**src/rtl/core/gbc_pkg.sv**
```systemverilog
// Shared types and opcode constants for the instruction subset core.
`default_nettype none
package gbc_pkg;

   localparam logic [7:0] OP_NOP       = 8'h00;
   localparam logic [7:0] OP_LD_BC_D16 = 8'h01;
   localparam logic [7:0] OP_LD_IBC_A  = 8'h02;
   localparam logic [7:0] OP_INC_BC    = 8'h03;
   localparam logic [7:0] OP_INC_B     = 8'h04;
   localparam logic [7:0] OP_DEC_B     = 8'h05;
   localparam logic [7:0] OP_LD_B_D8   = 8'h06;
   localparam logic [7:0] OP_RLCA      = 8'h07;
   localparam logic [7:0] OP_LD_A16_SP = 8'h08;
   localparam logic [7:0] OP_ADD_HL_BC = 8'h09;
   localparam logic [7:0] OP_LD_SP_D16 = 8'h31;

   typedef struct packed {
      logic [7:0]  opcode;
      logic [7:0]  immediate_low;
      logic [7:0]  immediate_high;
   } req_type;

   typedef struct packed {
      logic [7:0]  a;
      logic [7:0]  f;
      logic [7:0]  b;
      logic [7:0]  c;
      logic [7:0]  h;
      logic [7:0]  l;
      logic [15:0] sp;
      logic [15:0] pc;
      logic [31:0] cycle_total;
   } cpu_state_type;

   typedef struct packed {
      logic        write_enable;
      logic [15:0] write_address;
      logic [7:0]  write_data;
      logic        dual;
      logic [15:0] second_address;
      logic [7:0]  second_data;
      logic [1:0]  instruction_length;
      logic [4:0]  cycles_taken;
      logic        unknown_opcode;
      logic [7:0]  flags_out;
      logic [15:0] program_counter_out;
   } exec_result_type;

endpackage
`default_nettype wire

```
**src/rtl/core/gbc_if.sv**
```systemverilog
// Request and response channel interfaces.
`default_nettype none
interface gbc_req_if;
   logic       valid;
   logic       ready;
   logic [7:0] opcode;
   logic [7:0] immediate_low;
   logic [7:0] immediate_high;

   modport source (output valid, output opcode, output immediate_low,
                   output immediate_high, input ready);
   modport sink   (input valid, input opcode, input immediate_low,
                   input immediate_high, output ready);
endinterface

interface gbc_rsp_if;
   logic        valid;
   logic        ready;
   logic        write_enable;
   logic [15:0] write_address;
   logic [7:0]  write_data;
   logic        last;
   logic [1:0]  instruction_length;
   logic [4:0]  cycles_taken;
   logic        unknown_opcode;
   logic [7:0]  flags_out;
   logic [15:0] program_counter_out;

   modport source (output valid, output write_enable, output write_address,
                   output write_data, output last, output instruction_length,
                   output cycles_taken, output unknown_opcode, output flags_out,
                   output program_counter_out, input ready);
   modport sink   (input valid, input write_enable, input write_address,
                   input write_data, input last, input instruction_length,
                   input cycles_taken, input unknown_opcode, input flags_out,
                   input program_counter_out, output ready);
endinterface
`default_nettype wire

```
**src/rtl/core/gbc_execute.sv**
```systemverilog
// Decode and execute of one instruction against the register state.
`default_nettype none
module gbc_execute (
   input  gbc_pkg::req_type         instr,
   input  gbc_pkg::cpu_state_type   cur,
   output gbc_pkg::cpu_state_type   nxt,
   output gbc_pkg::exec_result_type res
);
   import gbc_pkg::*;

   logic [15:0] imm16;
   logic [15:0] bc;
   logic [15:0] hl;
   logic [15:0] bc_inc;
   logic [7:0]  b_inc;
   logic [7:0]  b_dec;
   logic [12:0] half_sum;
   logic [16:0] full_sum;
   logic [7:0]  f;
   logic [1:0]  len;
   logic [4:0]  cyc;

   assign imm16    = {instr.immediate_high, instr.immediate_low};
   assign bc       = {cur.b, cur.c};
   assign hl       = {cur.h, cur.l};
   assign bc_inc   = bc + 16'd1;
   assign b_inc    = cur.b + 8'd1;
   assign b_dec    = cur.b - 8'd1;
   assign half_sum = {1'b0, bc[11:0]} + {1'b0, hl[11:0]};
   assign full_sum = {1'b0, bc} + {1'b0, hl};

   always_comb begin
      nxt = cur;
      f   = cur.f;
      len = 2'd1;
      cyc = 5'd0;
      res = '0;
      case (instr.opcode)
         OP_NOP: begin
            cyc = 5'd4;
         end
         OP_LD_BC_D16: begin
            nxt.c = instr.immediate_low;
            nxt.b = instr.immediate_high;
            len   = 2'd3;
            cyc   = 5'd12;
         end
         OP_LD_IBC_A: begin
            res.write_enable  = 1'b1;
            res.write_address = bc;
            res.write_data    = cur.a;
            cyc               = 5'd8;
         end
         OP_INC_BC: begin
            nxt.b = bc_inc[15:8];
            nxt.c = bc_inc[7:0];
            cyc   = 5'd8;
         end
         OP_INC_B: begin
            nxt.b = b_inc;
            f     = {b_inc == 8'd0, 1'b0, cur.b[3:0] == 4'hF, cur.f[4], 4'd0};
            cyc   = 5'd4;
         end
         OP_DEC_B: begin
            nxt.b = b_dec;
            f     = {b_dec == 8'd0, 1'b1, cur.b[3:0] == 4'h0, cur.f[4], 4'd0};
            cyc   = 5'd4;
         end
         OP_LD_B_D8: begin
            nxt.b = instr.immediate_low;
            len   = 2'd2;
            cyc   = 5'd8;
         end
         OP_RLCA: begin
            nxt.a = {cur.a[6:0], cur.a[7]};
            f     = {3'd0, cur.a[7], 4'd0};
            cyc   = 5'd4;
         end
         OP_LD_A16_SP: begin
            res.write_enable   = 1'b1;
            res.write_address  = imm16;
            res.write_data     = cur.sp[7:0];
            res.dual           = 1'b1;
            res.second_address = imm16 + 16'd1;
            res.second_data    = cur.sp[15:8];
            len                = 2'd3;
            cyc                = 5'd20;
         end
         OP_ADD_HL_BC: begin
            nxt.h = full_sum[15:8];
            nxt.l = full_sum[7:0];
            f     = {cur.f[7], 1'b0, half_sum[12], full_sum[16], 4'd0};
            cyc   = 5'd8;
         end
         OP_LD_SP_D16: begin
            nxt.sp = imm16;
            len    = 2'd3;
            cyc    = 5'd12;
         end
         default: begin
            res.unknown_opcode = 1'b1;
         end
      endcase
      nxt.f                   = {f[7:4], 4'd0};
      nxt.pc                  = cur.pc + {14'd0, len};
      nxt.cycle_total         = cur.cycle_total + {27'd0, cyc};
      res.instruction_length  = len;
      res.cycles_taken        = cyc;
      res.flags_out           = nxt.f;
      res.program_counter_out = nxt.pc;
   end

endmodule
`default_nettype wire

```
**src/rtl/core/gbc_result_stage.sv**
```systemverilog
// Result register; splits a two-write instruction into two transactions.
`default_nettype none
module gbc_result_stage (
   input  logic                     clock,
   input  logic                     reset,
   input  logic                     load,
   input  gbc_pkg::exec_result_type res,
   output logic                     can_load,
   gbc_rsp_if.source                rsp_if
);
   import gbc_pkg::*;

   logic            valid_ff, valid_in;
   logic            pend_ff, pend_in;
   exec_result_type hold_ff, hold_in;
   logic            last_ff, last_in;
   logic            take;

   assign take     = valid_ff && rsp_if.ready;
   assign can_load = !valid_ff || (rsp_if.ready && !pend_ff);

   always_comb begin
      valid_in = valid_ff;
      pend_in  = pend_ff;
      hold_in  = hold_ff;
      last_in  = last_ff;
      if (load) begin
         valid_in = 1'b1;
         pend_in  = res.dual;
         hold_in  = res;
         last_in  = !res.dual;
      end else if (take && pend_ff) begin
         pend_in               = 1'b0;
         hold_in.write_address = hold_ff.second_address;
         hold_in.write_data    = hold_ff.second_data;
         last_in               = 1'b1;
      end else if (take) begin
         valid_in = 1'b0;
      end
   end

   always_ff @(posedge clock) begin
      if (reset) begin
         valid_ff <= 1'b0;
         pend_ff  <= 1'b0;
      end else begin
         valid_ff <= valid_in;
         pend_ff  <= pend_in;
      end
      hold_ff <= hold_in;
      last_ff <= last_in;
   end

   assign rsp_if.valid               = valid_ff;
   assign rsp_if.write_enable        = hold_ff.write_enable;
   assign rsp_if.write_address       = hold_ff.write_address;
   assign rsp_if.write_data          = hold_ff.write_data;
   assign rsp_if.last                = last_ff;
   assign rsp_if.instruction_length  = hold_ff.instruction_length;
   assign rsp_if.cycles_taken        = hold_ff.cycles_taken;
   assign rsp_if.unknown_opcode      = hold_ff.unknown_opcode;
   assign rsp_if.flags_out           = hold_ff.flags_out;
   assign rsp_if.program_counter_out = hold_ff.program_counter_out;

endmodule
`default_nettype wire

```
**src/rtl/core/gb_cpu_instruction_subset_core.sv**
```systemverilog
// Top level: input register, register state, execute and result stage.
//
//   channel   direction  handshake      payload
//   req_if    in         valid/ready    opcode, immediate_low, immediate_high
//   rsp_if    out        valid/ready    write, last, length, cycles, flags, pc
//
// One instruction is taken per cycle unless rsp_if stalls or a two-write
// instruction is pending; it waits in the input register, executes from there,
// and its result is registered. LD (a16),SP gives two transactions and holds
// the input register until the single result register has given out both.
// Synchronous reset clears all CPU registers and the cycle total.
// A stall on rsp_if holds the result and, once it is full, the input register.
`default_nettype none
module gb_cpu_instruction_subset_core (
   input  logic    clock,
   input  logic    reset,
   gbc_req_if.sink   req_if,
   gbc_rsp_if.source rsp_if
);
   import gbc_pkg::*;

   logic            in_valid_ff, in_valid_in;
   req_type         in_data_ff, in_data_in;
   cpu_state_type   state_ff, state_in;
   cpu_state_type   state_next;
   exec_result_type res;
   logic            can_load;
   logic            advance;
   logic            accept;

   assign advance      = in_valid_ff && can_load;
   assign req_if.ready = !in_valid_ff || can_load;
   assign accept       = req_if.valid && req_if.ready;

   always_comb begin
      in_valid_in = in_valid_ff;
      in_data_in  = in_data_ff;
      state_in    = state_ff;
      if (advance) begin
         in_valid_in = 1'b0;
         state_in    = state_next;
      end
      if (accept) begin
         in_valid_in = 1'b1;
         in_data_in  = {req_if.opcode, req_if.immediate_low, req_if.immediate_high};
      end
   end

   always_ff @(posedge clock) begin
      if (reset) begin
         in_valid_ff <= 1'b0;
         state_ff    <= '0;
      end else begin
         in_valid_ff <= in_valid_in;
         state_ff    <= state_in;
      end
      in_data_ff <= in_data_in;
   end

   gbc_execute u_execute (
      .instr (in_data_ff),
      .cur   (state_ff),
      .nxt   (state_next),
      .res   (res)
   );

   gbc_result_stage u_result (
      .clock    (clock),
      .reset    (reset),
      .load     (advance),
      .res      (res),
      .can_load (can_load),
      .rsp_if   (rsp_if)
   );

endmodule
`default_nettype wire

```
**src/flat_wrapper.sv**
```systemverilog
// flat-port wrapper written by rule: the top's interface ports become plain ports
module gb_cpu_instruction_subset_core_flat import gbc_pkg::*;
  (clock, reset, req_if_valid, req_if_opcode, req_if_immediate_low, req_if_immediate_high, req_if_ready, rsp_if_valid, rsp_if_write_enable, rsp_if_write_address, rsp_if_write_data, rsp_if_last, rsp_if_instruction_length, rsp_if_cycles_taken, rsp_if_unknown_opcode, rsp_if_flags_out, rsp_if_program_counter_out, rsp_if_ready);
  gbc_req_if req_if_i ();
  gbc_rsp_if rsp_if_i ();
  input  logic clock;
  input  logic reset;
  input wire logic [$bits(req_if_i.valid)-1:0] req_if_valid;
  input wire logic [$bits(req_if_i.opcode)-1:0] req_if_opcode;
  input wire logic [$bits(req_if_i.immediate_low)-1:0] req_if_immediate_low;
  input wire logic [$bits(req_if_i.immediate_high)-1:0] req_if_immediate_high;
  output wire logic [$bits(req_if_i.ready)-1:0] req_if_ready;
  output wire logic [$bits(rsp_if_i.valid)-1:0] rsp_if_valid;
  output wire logic [$bits(rsp_if_i.write_enable)-1:0] rsp_if_write_enable;
  output wire logic [$bits(rsp_if_i.write_address)-1:0] rsp_if_write_address;
  output wire logic [$bits(rsp_if_i.write_data)-1:0] rsp_if_write_data;
  output wire logic [$bits(rsp_if_i.last)-1:0] rsp_if_last;
  output wire logic [$bits(rsp_if_i.instruction_length)-1:0] rsp_if_instruction_length;
  output wire logic [$bits(rsp_if_i.cycles_taken)-1:0] rsp_if_cycles_taken;
  output wire logic [$bits(rsp_if_i.unknown_opcode)-1:0] rsp_if_unknown_opcode;
  output wire logic [$bits(rsp_if_i.flags_out)-1:0] rsp_if_flags_out;
  output wire logic [$bits(rsp_if_i.program_counter_out)-1:0] rsp_if_program_counter_out;
  input wire logic [$bits(rsp_if_i.ready)-1:0] rsp_if_ready;
  assign req_if_i.valid = req_if_valid;
  assign req_if_i.opcode = req_if_opcode;
  assign req_if_i.immediate_low = req_if_immediate_low;
  assign req_if_i.immediate_high = req_if_immediate_high;
  assign req_if_ready = req_if_i.ready;
  assign rsp_if_valid = rsp_if_i.valid;
  assign rsp_if_write_enable = rsp_if_i.write_enable;
  assign rsp_if_write_address = rsp_if_i.write_address;
  assign rsp_if_write_data = rsp_if_i.write_data;
  assign rsp_if_last = rsp_if_i.last;
  assign rsp_if_instruction_length = rsp_if_i.instruction_length;
  assign rsp_if_cycles_taken = rsp_if_i.cycles_taken;
  assign rsp_if_unknown_opcode = rsp_if_i.unknown_opcode;
  assign rsp_if_flags_out = rsp_if_i.flags_out;
  assign rsp_if_program_counter_out = rsp_if_i.program_counter_out;
  assign rsp_if_i.ready = rsp_if_ready;
  gb_cpu_instruction_subset_core u_core (.clock(clock), .reset(reset), .req_if(req_if_i), .rsp_if(rsp_if_i));
endmodule
```
**config.mk**
```make
export PLATFORM = sky130hd
export DESIGN_NAME = gb_cpu_instruction_subset_core_flat
export DESIGN_NICKNAME = d
export VERILOG_FILES = /design/src/rtl/core/gbc_pkg.sv /design/src/rtl/core/gbc_if.sv /design/src/rtl/core/gbc_execute.sv /design/src/rtl/core/gbc_result_stage.sv /design/src/rtl/core/gb_cpu_instruction_subset_core.sv /design/src/flat_wrapper.sv
export SDC_FILE = /design/constraint.sdc
export NUM_CORES = 1
export LEC_CHECK = 0
export BUFFER_PORTS_ARGS = -buffer_cell sky130_fd_sc_hd__buf_2
export CORE_UTILIZATION = 54
export CTS_CLUSTER_DIAMETER = 150
export DETAILED_ROUTE_END_ITERATION = 7
export GPL_TIMING_DRIVEN = 0
export HOLD_SLACK_MARGIN = 0.05
export PLACE_DENSITY = 0.78
export SYNTH_ARGS = -nofsm -noshare
export SYNTH_HDL_FRONTEND = slang
export SYNTH_SLANG_ARGS = --single-unit
```
**constraint.sdc**
```tcl
create_clock -name clock -period 3.5 [get_ports clock]
set_input_delay 0.525 -clock clock [delete_from_list [all_inputs] [get_ports clock]]
set_output_delay 0.525 -clock clock [all_outputs]
set_load 0.01 [all_outputs]
```
### Word-level counts from Yosys, hierarchy flattened

Index checks and enable logic that the tools add are counted.

| storage, ports and cells | value |
|---|---|
| bits in registers | 181 |
| latch bits | 0 |
| RAM bits | 0 |
| ROM bits | 0 |
| input port bits | 28 |
| output and inout bits | 60 |
| logic and storage cells | 94 |
| memories kept | 0 |

| cells by class | value |
|---|---|
| $add $sub $neg | 7 |
| $mul | 0 |
| divide/modulo/power cells | 0 |
| $lt $le $gt $ge | 0 |
| equality and inequality tests | 12 |
| shift operators | 0 |
| muxes and demuxes | 19 |
| bitwise operators | 0 |
| reductions and logical operators | 31 |

Operator list:

| kind | number |
|---|---|
| $pmux W25 S2 | 1 |
| $mux W24 | 2 |
| $pmux W8 S5 | 1 |
| $add A16 B1 Y16 const B | 2 |
| $eq A8 B3 Y1 const B | 4 |
| $pmux W8 S4 | 1 |
| $mux W25 | 1 |
| $logic_not A8 Y1 | 3 |
| $pmux W5 S4 | 1 |
| $add A16 B16 Y17 | 1 |
| $add A16 B2 Y16 | 1 |
| $eq A8 B2 Y1 const B | 2 |
| $eq A8 B4 Y1 const B | 2 |
| $pmux W8 S2 | 1 |
| $add A12 B12 Y13 | 1 |
| $reduce_and A2 Y1 | 6 |
| $reduce_or A11 Y1 | 1 |
| $mux W1 | 10 |
| $add A8 B1 Y8 const B | 1 |
| $eq A8 B1 Y1 const B | 1 |
| $eq A8 B6 Y1 const B | 1 |
| $reduce_bool A2 Y1 | 4 |
| $reduce_or A4 Y1 | 2 |
| $sub A8 B1 Y8 const B | 1 |
| 10 further kinds | 18 |

### Longest topological paths before layout

| depth | value |
|---|---|
| depth in word-level cells | 6 |
| mapped depth | 14 |
| mapped depth without buffers | 11 |

### Cells and area by module

Synthesis repeated with hierarchy kept, for this count alone.

| unflattened totals | value |
|---|---|
| cell total of the unflattened synthesis | 1,359 |
| area total of the unflattened synthesis | 13,362.8 µm² |

By module, submodules not included:

| module | instances | cells each | area an instance (µm²) | sequential area each (µm²) |
|---|---|---|---|---|
| gb_cpu_instruction_subset_core | 1 | 541 | 5,685.5 | 2,982.9 |
| gbc_execute | 1 | 642 | 4,329.2 | 0.0 |
| gbc_result_stage | 1 | 176 | 3,348.2 | 2,502.4 |

### Worst setup path before layout

No wires, ideal clock.

| timing path | value |
|---|---|
| kind | reg-to-reg |
| start point | register u_core.in_data_ff[21] (netlist name) |
| end point | register u_core.state_ff[46] (netlist name) |
| library setup time | 0.128 ns |
| arrival time | 3.583 ns |
| required time | 3.372 ns |
| slack | -0.211 ns |
| cell stages (with the launch flop) | 15 |
| path buffers | 3 |
| period minus slack after synthesis | 3.711 ns |
| cells stage by stage | edfxtp_1 > or4_4 > buf_6 > buf_2 > nor3b_2 > buf_2 > mux2i_1 > o21ai_0 > fa_1 > nand3_1 > nor4_1 > nand3_1 > nor3_1 > xnor2_1 > nor2_1 |

RTL lines:

| item | line | source |
|---|---|---|
| start, declared | gb_cpu_instruction_subset_core.sv:23 | `req_type in_data_ff, in_data_in;` |
| start signal, assigned | gb_cpu_instruction_subset_core.sv:57 | `in_data_ff <= in_data_in;` |
| end signal, assigned | gb_cpu_instruction_subset_core.sv:55 | `state_ff <= state_in;` |
| end, declared | gb_cpu_instruction_subset_core.sv:24 | `cpu_state_type state_ff, state_in;` |

==> impl_metrics.csv <==
group,metric,value,unit
timing,fin_crit,3.39,ns
route,vias,7972,
yosys,synth_area,0.00958,mm^2
power_and_ir_drop,pwr-share-comb,7.1,%
layout,layout_commonest_cell,"edfxtp_1",
layout,nets,1143,
timing,finalHoldViolCount,0,
grt,grt_pass1_wl,38800,um
layout,layout_common_cells,"edfxtp_1, nand2_1, nor2_1",
timing,fmax,295,MHz
yosys,synth_top_family_by_area,"simple AND/OR/NAND/NOR gates",
min_path,hold_class,"in2reg",
timing,fin_crit_sh,97.0,%
power_and_ir_drop,intPower,3.57,mW
timing,timing.final.ws_setup,0.107,ns
power_and_ir_drop,p_leak,4.35,nW
setup_path,worstSetupStartpointType,"register",
setup_path,crit_slowest_cell,"or4_4",
setup_path,max_stage_delay,0.53,ns
place,place_congestion,0.972,
yosys,synthSimpleGateAreaFrac,19.4,%
place,detailed_place_hpwl,17600,um
setup_path,path_cells,"or4_4 > buf_6 > nor3b_4 > clkbuf_4 > mux2i_1 > o21ai_2 > fa_2 > nand3_4 > nor4_4 > nand3_2 > nor2_1 > xor2_1",
clock_tree,clk_pin_slew,0.08,ns
setup_path,crit_fanout,10,
setup_path,critPathTopFamily,"simple AND/OR/NAND/NOR gates",
grt,antenna_found_initial,0,
layout,area_growth,16.1,%
timing,slew_headroom,31.8,%
clock_tree,cts_max_level,4,
power_and_ir_drop,p_total,4.75,mW
yosys,synth-seq-area-share,47.9,%
die,ios,88,
timing,maxSlewViolCount,0,
route,drt_iter0_markers,803,
clock_tree,clk_latency,0.45,ns
clock_tree,cts.sinks,179,
layout,n_antenna_cell,0,
power_and_ir_drop,pwr-share-clk,43.8,%
die,rows,48,
route,routed_via_density,6.01,
clock_tree,cts-root-buf,"clkbuf_16",
grt,overflow,0,
yosys,synthMuxAreaShare,2.42,%
place,port-buffer-count,81,
yosys,yosysUniqueCellTypes,80,
yosys,synth_area_per_cell,9.80,um^2
setup_path,crit_buf_inv,2,
layout,drive_above_1_share,20.1,%
yosys,synthXorXnorAreaFrac,5.94,%
timing,finalSetupViolations,0,
status,outcome,"complete, no violations",
yosys,synth_compound_area_share,13.2,%
timing,worst_slew_pin_slew,1.01,ns
die,dieArea,0.0183,mm^2
yosys,ys_warn_count,0,
yosys,yosys.area_share.adder,3.55,%
setup_path,cp.arrival,3.59,ns
die,initial_utilization,55.4,%
flow_run,drv_cap,0,
die,dieHeight,135,um
power_and_ir_drop,switchingPower,1.18,mW
yosys,synth_ff_type,"edfxtp_1",
route,route.detailed.drc,0,
timing,rsz0062_at_grt,"true",
route,drt-pass1-iter-count,5,
yosys,syn_inst,977,
setup_path,cp.required,3.69,ns
yosys,synth_edf_count,100,
die,core,0.0173,mm^2
clock_tree,cts-buffers-inserted,17,
grt,grt_use_total,28.1,%
route,drt_wl_total,25400,um
clock_tree,cts.path.max_buffers,2,
power_and_ir_drop,p_per_area,427,mW/mm^2
yosys,synth.ff_latch_count,179,
place,place_ws,-0.638,ns
yosys,async_flop_share,0,%
power_and_ir_drop,seqPwrFrac,49.1,%
setup_path,end_kind,"register",
power_and_ir_drop,peakVddDrop,0.376,mV
grt,first_global_vias,7298,
timing,fin_skew,0.0117,ns
layout,n_fill_cell,1370,
setup_path,path_class,"reg2reg",
die,die_x,135,um
clock_tree,postCtsHoldBufs,0,
route,ant_nets,0,
route,routedWlPerCell,19.1,um
clock_tree,tritoncts,"done",
grt,grt_start_max_net_pins,61,
power_and_ir_drop,p_sw_share,24.8,%
[Yosys cell counts (10+ instances only)]
library cell	instances	share of area (%)
nor4_1	10	0.65
inv_1	11	0.43
buf_4	55	4.3
xnor2_1	32	2.9
nand3_1	37	1.9
nand4_1	10	0.65
edfxtp_1	100	31
a31oi_1	11	0.72
o21ai_0	29	1.5
nand2_1	97	3.8
dfxtp_1	79	17
a21oi_1	50	2.6
xor2_1	33	3.0
and3_1	44	2.9
ha_1	24	3.1
nor2_1	90	3.5
a221o_1	25	2.6
clkbuf_1	47	1.8
mux2i_1	22	2.3
nor3_1	20	1.0
[kinds of logic (layout without fill, tap and decap cells)]
group,Yosys count,count (layout)
buffers and inverters,132,252
AOI/OAI and AO/OA,182,182
other,1,6
adders and majority gates,26,26
xor gates and xnor gates,65,65
and+or+nand+nor,369,369
DFF,179,179
muxes,23,23
[final timing paths]
check                                   start                                                       end  slack [ns]  cells after the start
min                          req_if_opcode[3]                           u_core.in_data_ff[19]$_DFFE_PP_        0.25                      1
max           u_core.in_data_ff[20]$_DFFE_PP_  u_core.u_result.rsp_if.program_counter_out[14]$_DFFE_PP_        0.11                     12
min reg2reg  u_core.state_ff[71]$_SDFFE_PP0P_                          u_core.state_ff[71]$_SDFFE_PP0P_        0.47                      2
max reg2reg   u_core.in_data_ff[20]$_DFFE_PP_  u_core.u_result.rsp_if.program_counter_out[14]$_DFFE_PP_        0.11                     12
[power by group through the flow]
stage / registers [mW] / logic [mW] / clock network [mW]
after floorplan: 2.36 / 0.214 / 0
after global placement: 2.38 / 0.317 / 0
after detailed placement: 2.38 / 0.326 / 0
after CTS: 2.33 / 0.328 / 2.08
after global routing: 2.34 / 0.361 / 2.16
final: 2.33 / 0.336 / 2.08
[repair_timing]
| item | 4_1_cts | 5_1_grt |
|---|---|---|
| resized for setup | 10 | 15 |
| setup buffers | 2 | 3 |
| pin swaps | 3 | 5 |
| setup endpoints to repair | 21 | 13 |
| gates cloned | 0 | 0 |
[through the flow]
step           TNS (ns)  instances  utilization (%)  hold slack [ns]  instance area (um^2)
3_3_place_gp     -46.01       1288             59.5            0.444                 10300
2_1_floorplan         0        982                -            0.436                  9610
4_1_cts         -0.0437       1324             63.9            0.250                 11100
5_1_grt        -0.00286       1327             64.3            0.241                 11100
6_report              0       1327             64.3            0.248                 11100
3_5_place_dp      -6.51       1290             59.8            0.458                 10300
[sequential cells by signal, summed over array words and instances, names as in the netlist]
name                                        flops
u_core.u_result.rsp_if.valid                    1
u_core.u_result.rsp_if.flags_out                4
u_core.u_result.rsp_if.write_address           16
u_core.u_result.hold_ff                        24
u_core.in_valid_ff                              1
u_core.in_data_ff                              24
u_core.u_result.rsp_if.write_enable             1
u_core.u_result.pend_ff                         1
u_core.u_result.rsp_if.last                     1
u_core.u_result.rsp_if.cycles_taken             3
u_core.state_ff                                76
u_core.u_result.rsp_if.unknown_opcode           1
u_core.u_result.rsp_if.instruction_length       2
u_core.u_result.rsp_if.program_counter_out     16
u_core.u_result.rsp_if.write_data               8
[layout make-up]
cell class,count,area [um^2],share of cell area [%]
clock inverter,14,205,1.84
clock buffer,18,450,4.05
multi-input combinational,671,4390,39.4
buffer,119,699,6.29
inverter,13,48.8,0.439
tap,225,282,2.53
sequential,179,4580,41.2
timing repair buffer,88,469,4.22
[metal layers]
metal	part of all wire (%)	GRT usage, %
met4	4.0	13.6
met5	0	0
met1	40	36.4
met2	47	44.6
met3	8.7	6.40
No activity file was read; power rests on OpenSTA's default activity.
